==> src/rtl/hcbp_pkg.sv <==
// shared types and constants for the huffman code bit packer
`timescale 1ns / 1ps
`default_nettype none

package hcbp_pkg;

   // table geometry
   localparam int SYMBOL_COUNT = 256;
   localparam int MAX_CODE_LEN = 32;
   localparam int TBL_AW       = $clog2(SYMBOL_COUNT);

   // field widths
   localparam int SYM_W  = 8;
   localparam int CODE_W = 32;
   localparam int LEN_W  = 6;
   localparam int BYTE_W = 8;
   localparam int ACC_W  = 40;
   localparam int FILL_W = 6;
   localparam int OP_W   = 2;

   // longest code that is kept in the table
   localparam int LEN_CAP = (MAX_CODE_LEN < CODE_W) ? MAX_CODE_LEN : CODE_W;

   // opcodes
   localparam logic [OP_W-1:0] OP_LOAD   = 2'd0;
   localparam logic [OP_W-1:0] OP_ENCODE = 2'd1;
   localparam logic [OP_W-1:0] OP_FLUSH  = 2'd2;

   // byte kinds
   localparam logic KIND_DATA = 1'b0;
   localparam logic KIND_PAD  = 1'b1;

   // one code table entry
   typedef struct packed {
      logic [LEN_W-1:0]  len;
      logic [CODE_W-1:0] bits;
   } code_entry_type;

   // item handed from the lookup stage to the packer
   typedef struct packed {
      logic              flush;
      logic [CODE_W-1:0] code;
      logic [LEN_W-1:0]  len;
   } pk_item_type;

   // packer status back to the lookup stage
   typedef struct packed {
      logic              ready;
      logic [FILL_W-1:0] fill;
   } pk_status_type;

   // flush sequencer states
   typedef enum logic [1:0] {
      FL_IDLE,
      FL_DATA,
      FL_PAD
   } flush_state_type;

endpackage

`default_nettype wire

==> src/rtl/hcbp_packer.sv <==
// bit accumulator, byte drain, flush sequencer and output register
`timescale 1ns / 1ps
`default_nettype none

module hcbp_packer import hcbp_pkg::*; (
   input  wire logic              clock,
   input  wire logic              reset,
   input  wire logic              item_valid,
   input  wire pk_item_type       item,
   output pk_status_type          status,
   output logic                   rsp_valid,
   input  wire logic              rsp_stall,
   output logic [BYTE_W-1:0]      rsp_out_byte,
   output logic                   rsp_byte_kind,
   output logic                   rsp_last
);

   localparam logic [FILL_W-1:0] FILL_BYTE = FILL_W'(BYTE_W);
   localparam logic [FILL_W-1:0] FILL_TWO  = FILL_W'(2 * BYTE_W);

   flush_state_type     fstate_ff, fstate_in;
   logic [ACC_W-1:0]    acc_ff, acc_in;
   logic [FILL_W-1:0]   fill_ff, fill_in;
   logic                rsp_valid_ff, rsp_valid_in;
   logic [BYTE_W-1:0]   rsp_byte_ff;
   logic                rsp_kind_ff;
   logic                rsp_last_ff;

   logic                busy;
   logic                take;
   logic                out_free;
   logic                emit;
   logic [BYTE_W-1:0]   emit_byte;
   logic                emit_kind;
   logic                emit_last;
   logic                drop;
   logic                clear;
   logic [2:0]          pad;

   // handshake with the lookup stage and the output register
   assign busy     = (fstate_ff != FL_IDLE) || (fill_ff > FILL_BYTE);
   assign take     = item_valid && !busy;
   assign out_free = !rsp_valid_ff || !rsp_stall;
   assign pad      = 3'(4'd8 - {1'b0, fill_ff[2:0]});

   // flush sequencer next state
   always_comb begin
      fstate_in = fstate_ff;
      case (fstate_ff)
         FL_IDLE: begin
            if (take && item.flush && (fill_ff != '0)) fstate_in = FL_DATA;
         end
         FL_DATA: begin
            if (out_free) fstate_in = FL_PAD;
         end
         FL_PAD: begin
            if (out_free) fstate_in = FL_IDLE;
         end
         default: fstate_in = FL_IDLE;
      endcase
   end

   // byte emission
   always_comb begin
      emit      = 1'b0;
      emit_byte = acc_ff[BYTE_W-1:0];
      emit_kind = KIND_DATA;
      emit_last = 1'b0;
      drop      = 1'b0;
      clear     = 1'b0;
      case (fstate_ff)
         FL_IDLE: begin
            if ((fill_ff > FILL_BYTE) && out_free) begin
               emit      = 1'b1;
               emit_last = (fill_ff <= FILL_TWO);
               drop      = 1'b1;
            end
         end
         FL_DATA: begin
            if (out_free) emit = 1'b1;
         end
         FL_PAD: begin
            if (out_free) begin
               emit      = 1'b1;
               emit_byte = {{(BYTE_W-3){1'b0}}, pad};
               emit_kind = KIND_PAD;
               emit_last = 1'b1;
               clear     = 1'b1;
            end
         end
         default: ;
      endcase
   end

   // accumulator update
   always_comb begin
      acc_in  = acc_ff;
      fill_in = fill_ff;
      if (clear) begin
         acc_in  = '0;
         fill_in = '0;
      end else if (drop) begin
         acc_in  = acc_ff >> BYTE_W;
         fill_in = fill_ff - FILL_BYTE;
      end else if (take && !item.flush) begin
         acc_in  = acc_ff | (ACC_W'(item.code) << fill_ff[3:0]);
         fill_in = fill_ff + FILL_W'(item.len);
      end
   end

   // output register valid
   always_comb begin
      rsp_valid_in = rsp_valid_ff;
      if (emit) rsp_valid_in = 1'b1;
      else if (!rsp_stall) rsp_valid_in = 1'b0;
   end

   // control state
   always_ff @(posedge clock) begin
      if (reset) begin
         fstate_ff    <= FL_IDLE;
         acc_ff       <= '0;
         fill_ff      <= '0;
         rsp_valid_ff <= 1'b0;
      end else begin
         fstate_ff    <= fstate_in;
         acc_ff       <= acc_in;
         fill_ff      <= fill_in;
         rsp_valid_ff <= rsp_valid_in;
      end
   end

   // output payload
   always_ff @(posedge clock) begin
      if (emit) begin
         rsp_byte_ff <= emit_byte;
         rsp_kind_ff <= emit_kind;
         rsp_last_ff <= emit_last;
      end
   end

   assign status.ready  = !busy;
   assign status.fill   = fill_ff;
   assign rsp_valid     = rsp_valid_ff;
   assign rsp_out_byte  = rsp_byte_ff;
   assign rsp_byte_kind = rsp_kind_ff;
   assign rsp_last      = rsp_last_ff;

endmodule

`default_nettype wire

==> config.mk <==
export PLATFORM = sky130hd
export DESIGN_NAME = hcbp_packer
export DESIGN_NICKNAME = d
export VERILOG_FILES = /design/src/rtl/hcbp_pkg.sv /design/src/rtl/hcbp_packer.sv
export SDC_FILE = /design/constraint.sdc
export NUM_CORES = 1
export LEC_CHECK = 0
export ABC_AREA = 1
export BUFFER_PORTS_ARGS = -buffer_cell sky130_fd_sc_hd__buf_2
export CAP_MARGIN = 20
export CORE_MARGIN = 3
export CORE_UTILIZATION = 60
export CTS_CLUSTER_DIAMETER = 100
export CTS_CLUSTER_SIZE = 40
export DETAILED_ROUTE_END_ITERATION = 8
export HOLD_SLACK_MARGIN = 0.15
export PLACE_DENSITY = 0.83
export SYNTH_ARGS = -nofsm -noshare
export SYNTH_HDL_FRONTEND = slang
export SYNTH_SLANG_ARGS = --single-unit
==> constraint.sdc <==
create_clock -name clock -period 3.25 [get_ports clock]
set_input_delay 0.325 -clock clock [delete_from_list [all_inputs] [get_ports clock]]
set_output_delay 0.325 -clock clock [all_outputs]
set_load 0.03 [all_outputs]
* Word-level counts from Yosys, hierarchy flattened
Cells that the tools add are included.
** Cells by class
- Add/sub/neg operators :: 3
- Order comparisons :: 2
- Eq/ne operators :: 6
- Shift operators :: 1
- Muxes and demuxes :: 19
- Bitwise logic cells :: 1
- Reduce and logical (&&, ||, !) cells :: 19
** Operators with widths (count)
- 32-bit 2-to-1 mux :: 2
- 40-bit bitwise OR :: 1
- 32-bit by 4-bit << shifter with 40-bit output :: 1
- 8-bit 2-to-1 mux :: 2
- 6-bit 2-to-1 mux :: 2
- 1-bit 2-to-1 mux :: 7
- 6-bit adder :: 1
- 6-bit by 4-bit > comparator with 1-bit output (second input constant) :: 1
- 6-bit by 5-bit less-or-equal comparator with 1-bit output (second input constant) :: 1
- 2-bit 2-to-1 mux :: 3
- 2-bit inequality test (second input constant) :: 3
- 2-bit one-hot mux with 3 select lines :: 1
- 6-bit nonzero test :: 1
- 6-bit by 4-bit subtractor with 6-bit output (second input constant) :: 1
- 1-bit logical AND :: 5
- 1-bit logical NOT :: 4
- 1-bit one-hot mux with 2 select lines :: 2
- 2-bit nonzero test :: 2
- 2-bit OR reduction :: 2
- 3-bit AND reduction :: 1
- 3-bit OR reduction :: 1
- 1-bit by 3-bit subtractor with 3-bit output (first input constant) :: 1
- 2-bit by 1-bit equality test with 1-bit output (second input constant) :: 1
- 2-bit equality test (second input constant) :: 1
- 3 further kinds :: 4
** Word-level totals
- Bits in registers :: 59
- Input port bits :: 43
- Logic and storage cells :: 59

* Depth between registers and ports, before layout
Gate-level depths: netlist of the first run.
- Depth after elaboration :: 8
- Gate-level depth with buffers :: 11
- Gate-level depth less buffers :: 10

* Worst setup path before layout of the first run
No wires, ideal clock.
- Kind :: flip-flop to flip-flop
- Start point :: register fill_ff[4]
- End point :: register rsp_kind_ff, in the netlist rsp_byte_kind (enable)
- Data arrival time :: 1681 ps
- Data required time :: 2874 ps
- Setup slack :: 1193 ps
- Cell stages (with the launch flop) :: 8
- Buffers on the path :: 0
- Clock period less this slack :: 2057 ps
- Cell sequence :: dfxtp_1 inv_1 ha_1 nand3_2 nand2_4 nor2_4 o21bai_1 nor2_1
** Between the ends
- Cells in the longest elaborated chain, start to end :: 4
** RTL lines
- from (decl) :: line hcbp_packer.sv:23 : logic [FILL_W-1:0] fill_ff, fill_in;
- from (signal assigned) :: line hcbp_packer.sv:128 : fill_ff <= fill_in;
- 6-bit by 4-bit > comparator with 1-bit output :: line hcbp_packer.sv:73 : if ((fill_ff > FILL_BYTE) && out_free) begin
- 1-bit logical AND :: line hcbp_packer.sv:73
- 1-bit 2-to-1 mux :: line hcbp_packer.sv:73
- 1-bit one-hot mux with 2 select lines :: line hcbp_packer.sv:71 : case (fstate_ff)
- net emit :: line hcbp_packer.sv:32 : logic emit;
- to (signal assigned) :: line hcbp_packer.sv:137 : rsp_kind_ff <= emit_kind;
- to (decl) :: line hcbp_packer.sv:26 : logic rsp_kind_ff;
The timed path passes the listed nets, and every way through them passes these cells.
A chain may end at the register's enable or synchronous reset.

* Worst setup path after layout of the first run
- Start point :: register fill_ff[1]
- End point :: register acc_ff[11]
** Between the ends
- Cells in the longest elaborated chain, start to end :: 6
- Elaborated cells on any way between the ends :: 13
- Classes of those cells :: 1 x order compare; 1 x shift; 4 x mux; 1 x bitwise; 6 x reduce/logical
** RTL lines
- 6-bit by 4-bit > comparator with 1-bit output :: line hcbp_packer.sv:41, hcbp_packer.sv:73
- 1-bit logical OR :: line hcbp_packer.sv:41 : assign busy = (fstate_ff != FL_IDLE) || (fill_ff > FILL_BYTE);
- 1-bit logical NOT :: line hcbp_packer.sv:42 : assign take = item_valid && !busy;
- 1-bit logical AND :: line hcbp_packer.sv:42
- 1-bit logical AND :: line hcbp_packer.sv:105 : end else if (take && !item.flush) begin
- 2-bit nonzero test (no line)
- to (signal assigned) :: line hcbp_packer.sv:127 : acc_ff <= acc_in;
- to (decl) :: line hcbp_packer.sv:22 : logic [ACC_W-1:0] acc_ff, acc_in;
Several ways; a longest one is shown, not always the timed one. The select of a mux whose other input is x is not followed.

==> results.md, run 1 <==
* CTS Buffer Depth at 2
* Setup crit end kind: flop
* F_max at 419 MHz
* Clk pin slew, worst setup/hold paths at roughly 0.070 ns
* Gpl congestion at 0.918
* Slew @ Worst Pin at between 0.9 and 1 ns
* Placed cell area at 4680 µm²
* Die Y-Extent at between 90 and 100 µm
* Final setup violation count at 0
* Share of cells above drive strength 1 at 13.3%
* Postcts setup bufs at 0
* Startpoint Class: flop
* CTS-repair resized insts at 0
* Clock Latency Late Sink at about 0.34 ns
* Final instance area at 4910 µm²
* Initial DRC count at between 300 and 400
* Wire length on met3 at 732 µm
* Max-slew violations at 0
* Setup_tns at 0 ns
* Post-layout util at a little over two thirds
* Fin crit share at between 70% and 80%
* Simple logic cell fraction of the synthesized area at between 40% and 50%
* Final Hold Vio Count at 0
* Leak Pwr at ~2.4 nW
* Synthesized-area fraction occupied by adder cells at just over 4%
* Mapped Cells at about 730
* Clk sink count at 59
* Grt total ovfl at 0
* Ant diodes at 0
* Core box area at 6980 µm²
* Total CTS buffers at 9
* XOR/XNOR Fraction of Synth Area at under 10%
* Initial Utilization at between 60% and 70%
* Detailed Route WL at 11.8 mm
* Hpwl dp at 8.41 mm
* Post-Syn Area at 4440 µm²
* Initial antenna violation count at 0
* Ys Warns at 0
* Largest family of logic cells by synthesized area: simple AND/OR/NAND/NOR gates
* Largest area contributor in the netlist: nand2_1
* Max layer used: met4
* Ports at 61
* Root buf cell: clkbuf_8
* Tot GR Track Use at between 20 and 30%
* Die W at roughly 92 µm
* Critical Path RT at between 3 and 4 ns
* CP Class: flop to flop
* Met2 WL post-DR at ~5.7 mm
* Number of global-route vias before repair at around 4400
* Via count at 4821
* Mean Syn Cell Area at about 6.1 µm²
* Clock skew at just under 0.009 ns
* Full die area at 8480 µm²
* CTS tree: done
* Rel. slew slack at a little over a third
* Worst reg2reg path depth at 10
* Area share of the largest cell type after synthesis at roughly a quarter
* Row Count at 30
* RSZ-0062 raised after global routing: false
* Drt pass-1 iters at 6
* Netlist cell types at 33
* Post-Synthesis Net Count at ~800
* Post-Place Cells at between 800 and 900
* Via-per-instance ratio at 5.58
* Finished Layout Cells at roughly 860
* Power per cell area at roughly 950 nW/µm²
* Drt drc at 0
* Hold buffers post-CTS at 0
* WL/cell at between 10 and 15 µm
* Port bufs at 60
* Area grow syn2layout at 10.6%
* Clock period minus worst slack at ~2.4 ns
* Hold Path Class: primary input to flop
* Worst hold path depth at 2
* Max-Cap Viols at 0
* Synth Area in Compound Gates at 8.53%
* Met1 wire length at 4.87 mm
* Multiplexer share of the synthesized area at 0%
* Peak VDD IR at between 500 and 600 µV
* Largest net degree at the start of global routing at 40
* CP Max Fanout at 39
* Synth area leaders: nand2_1 (24%), dfxtp_1 (22%), nand3_1 (17%)
* Status: finished, final reports clean
* Seq cells post-synth at just under 60
* Seq/Total Area, Yosys at between 20 and 30%
* Antenna Nets Post-Route at 0
* CTS H-tree depth at 3
* Fillers at about 660
* Critical Path AT at between 2 and 3 ns
* Global-route wire length before repair at 20.0 mm
* Layout Nets at a little over 800
[power breakdown]
group,total [W],switching (W),internal (W)
combinational,0.00278,0.00195,0.000828
sequential,0.00107,0.000105,0.000966
clock,0.000801,0.000297,0.000504
total,0.00466,0.00236,0.00230
[per-layer routing]
metal	GRT usage (%)	up-vias
met5	0	-
met2	48.3	181
li1	-	2452
met1	34.8	2140
met3	5.41	48
met4	15.2	0
[logic make-up after synthesis]
logic type               after synthesis
AO/OA/AOI/OAI                         71
buffers and inverters                 86
XOR/XNOR                               6
AND/OR/NAND/NOR                      492
adder cells (fa/ha/maj)               14
flip-flops                            59
[worst max-delay path, cell delays in order (launching register included)]
cell      delay [ns]
dfxtp_1         0.38
buf_4           0.38
nor2_4          0.07
nand3_2         0.12
nand2_4         0.09
nor2_4          0.11
nand2_2         0.43
nand2_2         0.39
inv_2           0.09
o211ai_1        0.12
nand2_1         0.07
[cells in the final DEF, fill, tap and decap left out, types with 4 or more instances in the layout]
| cell type | n |
|---|---|
| nand2_1 | 283 |
| nand3_1 | 153 |
| buf_2 | 60 |
| dfxtp_1 | 49 |
| a21oi_1 | 47 |
| inv_1 | 38 |
| nor2_1 | 30 |
| ha_1 | 13 |
| edfxtp_1 | 10 |
| o21ai_0 | 9 |
| clkbuf_8 | 9 |
| buf_4 | 7 |
| inv_2 | 5 |
| nand2_2 | 5 |
| a31oi_1 | 5 |
| nand3b_1 | 4 |
| o211ai_1 | 4 |
| nand4_1 | 4 |
[metrics by stage]
stage / hold WS, ns / setup slack (ns) / total power, W
after floorplan: 0.394 / 1.19 / 0.00328
after global placement: 0.455 / 1.01 / 0.00377
final: 0.198 / 0.866 / 0.00466
after CTS: 0.192 / 0.899 / 0.00464
after detailed placement: 0.456 / 0.902 / 0.00383
after global routing: 0.208 / 0.687 / 0.00504
[area by class of cell]
cell class	instances	area [µm²]	share of cell area (%)
Timing Repair Buffer	67	353	7.18
Multi-Input combinational cell	583	2770	56.3
Sequential cell	59	1280	26.1
Clock inverter	6	104	2.11
Clock buffer	10	128	2.60
Inverter	43	161	3.28
Tap cell	96	120	2.44
[worst paths after layout]
check | startpoint | endpoint | slack, ns
setup / recovery | fill_ff[1] | acc_ff[11] | 0.87
hold / removal | reset | rsp_valid | 0.20
setup reg to reg | fill_ff[1] | acc_ff[11] | 0.87
hold reg to reg | acc_ff[36] | acc_ff[28] | 0.47
[cells in the mapped netlist]
library cell,number
o21ai_0,9
buf_4,6
nand4_4,1
o21ai_1,3
a21oi_1,47
o211ai_1,4
inv_1,38
nand2_1,283
nand4_1,4
nor2_4,3
o21bai_1,2
nand2_2,5
nor2_1,30
nand3b_1,4
nor3_1,2
buf_1,3
clkbuf_1,13
nand2_4,1
dfxtp_1,49
nor2_2,3
inv_2,5
nand3_1,153
edfxtp_1,10
a31oi_1,5
buf_6,4
xnor2_1,3
o31ai_1,1
buf_2,17
nor3_2,1
fa_1,1
ha_1,13
xor2_1,3
nand3_2,2
[registers in the layout, indices dropped and copies added (netlist names)]
register,flops
rsp_valid,1
rsp_out_byte,8
fstate_ff,2
fill_ff,6
rsp_last,1
rsp_byte_kind,1
acc_ff,40
Note: power is estimated with default switching activity, not from simulation.
==> run 2, diff against run 1 <==
--- a/config.mk
+++ b/config.mk
@@ -5,16 +5,16 @@
 export SDC_FILE = /design/constraint.sdc
 export NUM_CORES = 1
 export LEC_CHECK = 0
-export ABC_AREA = 1
+export ABC_AREA = 0
 export BUFFER_PORTS_ARGS = -buffer_cell sky130_fd_sc_hd__buf_2
 export CAP_MARGIN = 20
 export CORE_MARGIN = 3
-export CORE_UTILIZATION = 60
+export CORE_UTILIZATION = 58
 export CTS_CLUSTER_DIAMETER = 100
 export CTS_CLUSTER_SIZE = 40
 export DETAILED_ROUTE_END_ITERATION = 8
 export HOLD_SLACK_MARGIN = 0.15
-export PLACE_DENSITY = 0.83
+export PLACE_DENSITY = 0.81
 export SYNTH_ARGS = -nofsm -noshare
 export SYNTH_HDL_FRONTEND = slang
 export SYNTH_SLANG_ARGS = --single-unit
==> constraint.sdc (replaced) <==
create_clock -name clock -period 2.25 [get_ports clock]
set_input_delay 0.225 -clock clock [delete_from_list [all_inputs] [get_ports clock]]
set_output_delay 0.225 -clock clock [all_outputs]
set_load 0.03 [all_outputs]
==> results.md, run 2 <==
* Status: finished, final reports clean
* Global-route wire length before repair at 16.9 mm (-15%)
* Hold Path Class: primary input to flop
* WL/cell at 17.4 µm (+28%)
* Initial antenna violation count at 0 (unchanged)
* Ys flop type: dfxtp_1
* Port bufs at 60 (unchanged)
* Die Y-Extent at 91.2 µm (-0.91%)
* Antenna Nets Post-Route at 0 (unchanged)
* Setup_tns at 0 ns (unchanged)
* Netlist cell types at 52 (+58%)
* Final instance area at 4910 µm² (-0.13%)
* Worst hold path depth at 3 (+1)
* Startpoint Class: flop
* Ports at 61 (unchanged)
* Mean Syn Cell Area at 9.53 µm² (+56%)
* Final Hold Vio Count at 0 (unchanged)
* Most flop-heavy register: acc_ff
* CP Max Fanout at 5 (-87%)
* Core box area at 6910 µm² (-1.1%)
* Die W at 91.2 µm (-0.91%)
* Grt total ovfl at 0 (unchanged)
* Ant diodes at 0 (unchanged)
* Commonest non-fill, non-tap cell in the layout: nand2_1
* Drt drc at 0 (unchanged)
* Critical path buffer and inverter count at 2 (unchanged)
* Initial Utilization at 61.0% (-2.7 points)
* Setup crit end kind: flop
* Critical Path AT at 2.45 ns (-0.16 ns)
* F_max at 457 MHz (+9.0%)
* Clk pin slew, worst setup/hold paths at 0.06 ns (about the same)
* Crit-path cells: inv_2 > ha_1 > or4b_4 > a2111oi_4 > buf_6 > and2_4 > nand3_1 > a31oi_1
* Leak Pwr at 1.94 nW (-18%)
* Mapped Cells at 442 (-39%)
* Root buf cell: clkbuf_8
* Fillers at 528 (-20%)
* Post-Syn Area at 4210 µm² (-5.2%)
* Ys Warns at 0 (unchanged)
* Number of global-route vias before repair at 3568 (-19%)
* Largest area contributor in the netlist: dfxtp_1
* Worst reg2reg path depth at 8 (-2)
* Drt pass-1 iters at 6 (unchanged)
* Post-synthesis async set-or-reset flop share at 0% (unchanged)
* Max-Cap Viols at 0 (unchanged)
* Hold Startpoint: item[5]
* Share of cells above drive strength 1 at 29.6% (+16 points)
* Placed cell area at 4650 µm² (-0.77%)
* Clk sink count at 59 (unchanged)
* Slew @ Worst Pin at 0.527 ns (-0.450 ns)
* Clock skew at 0.00843 ns (-0.000300 ns)
* RR Endpoint: acc_ff[0]
* Final worst slack at 0.0625 ns (-0.803 ns)
* Final setup violation count at 0 (unchanged)
* CP max stage cell: or4b_4
* Via count at 3846 (-20%)
* Seq/Total Area, Yosys at 30.4% (+1.6 points)
* Seq cells post-synth at 59 (unchanged)
* Top cells by count, synth: nand2_1 (68), dfxtp_1 (49), mux2i_1 (44)
* Rel. slew slack at 64.7% (+30 points)
* Hold_ws at 0.203 ns (+0.00496 ns)
* Top-count cell post-synth: nand2_1
* Total CTS buffers at 9 (unchanged)
* CTS Buffer Depth at 2 (unchanged)
* CP Class: flop to flop
* Row Count at 30 (unchanged)
* Area share of the largest cell type after synthesis at 23.3% (-0.62 points)
* Max-slew violations at 0 (unchanged)
* Post-Synthesis Net Count at 499 (-36%)
* Full die area at 8320 µm² (-1.8%)
* Critical Path RT at 2.51 ns (-0.97 ns)
* Top delay family on crit path: simple AND/OR/NAND/NOR gates
* Area grow syn2layout at 16.5%
* Peak VDD IR at 588 µV (+14%)
* Power per cell area at 1150 nW/µm² (+22%)
* Detailed Route WL at 10.6 mm (-10%)
* Clock period minus worst slack at 2.19 ns (-0.197 ns)
* Largest register FFs at 40 (unchanged)
* Most frequent cells in the layout: nand2_1 (67), buf_2 (60), dfxtp_1 (46)
* CP peak stage delay at 0.54 ns (+0.11 ns)
* Tot GR Track Use at 25.3% (-3.4 points)
* Reg-to-reg critical path startpoint: fill_ff[4]
* Largest net degree at the start of global routing at 50 (+25%)
* Layout Nets at 566 (-31%)
* CTS tree: done
* Synth area leaders: dfxtp_1 (23%), mux4_2 (12%), mux2i_1 (10%)
* Via-per-instance ratio at 6.32 (+13%)
* Clock Latency Late Sink at 0.34 ns (about the same)
* EDFF count, synth at 10 (unchanged)
* Gpl congestion at 0.896 (-2.4%)
* CTS H-tree depth at 3 (unchanged)
* Dpl ws at -0.0156 ns (-0.917 ns)
* Fin crit share at 97.2% (+24 points)
* Initial DRC count at 288 (-25%)
* Worst Hold Endpoint: fill_ff[5]
* Flop2flop setup slack at 0.06 ns (-0.80 ns)
* Hpwl dp at 7.69 mm (-8.5%)
## run 2: worst max-delay path by stage
stage | slack, ns | endpoint | startpoint | cells past startpoint
floorplan | -0.11 | fill_ff[4] | fill_ff[1] | 10
global placement | 0.03 | fill_ff[3] | fstate_ff[0] | 6
detailed placement | -0.02 | fill_ff[3] | fstate_ff[0] | 6
CTS | -0.02 | status[6] | fill_ff[4] | 6
global route | -0.03 | acc_ff[0] | fill_ff[4] | 8
finish | 0.06 | acc_ff[0] | fill_ff[4] | 8
## run 2: routing by layer
| metal | share of wire, % | routed length [µm] | global-route usage (%) |
|---|---|---|---|
| met5 | 0 | 0 | 0 |
| met1 | 43 | 4540 | 35.2 |
| met4 | 1.8 | 189 | 7.16 |
| met2 | 46 | 4870 | 38.7 |
| met3 | 9.6 | 1020 | 6.96 |
## run 2: logic make-up after synthesis
kind of cell,Yosys count,share of synthesized area (%)
compound gates,102,17.3
mux,80,26.0
xor+xnor,4,0.832
simple gates,140,15.9
buf+inv,43,5.17
fa+ha+maj,14,4.34
flops,59,30.4
## run 2: tightest hold or removal path, cell delays in order
cell	delay, ns
buf_2	0.09
xor2_1	0.06
a21oi_1	0.13
## run 2: timing repair
item / in CTS / in global routing
setup endpoints to repair: 8 / 31
gates cloned: 0 / 1
hold buffers: 1 / 0
hold endpoints to repair: 1 / 0
setup buffers: 0 / 8
resized for setup: 3 / 10
pin swaps: 0 / 5
## run 2: metrics by stage
stage	std cells	util (%)	total power [W]
floorplan	442	-	0.00388
global placement	584	67.3	0.00460
detailed placement	584	67.3	0.00468
CTS	600	69.7	0.00549
global route	609	71.1	0.00600
finish	609	71.1	0.00567
## run 2: layout make-up
type                            instances  area [µm²]  area share (%)
Multi-Input combinational cell        340        2760            56.1
Sequential cell                        59        1280            26.2
Timing Repair Buffer                   88         558            11.4
Clock buffer                           14         143            2.91
Tap cell                               96         120            2.45
Inverter                               11        41.3           0.841
Clock inverter                          1        5.00           0.102
## run 2: power breakdown
| group | total, W | switching, W | leakage (nW) | internal (W) |
|---|---|---|---|---|
| registers | 0.00161 | 0.000154 | 0.500 | 0.00146 |
| logic | 0.00327 | 0.00194 | 1.36 | 0.00134 |
| clock network | 0.000782 | 0.000388 | 0.0745 | 0.000394 |
| total | 0.00567 | 0.00248 | 1.94 | 0.00319 |
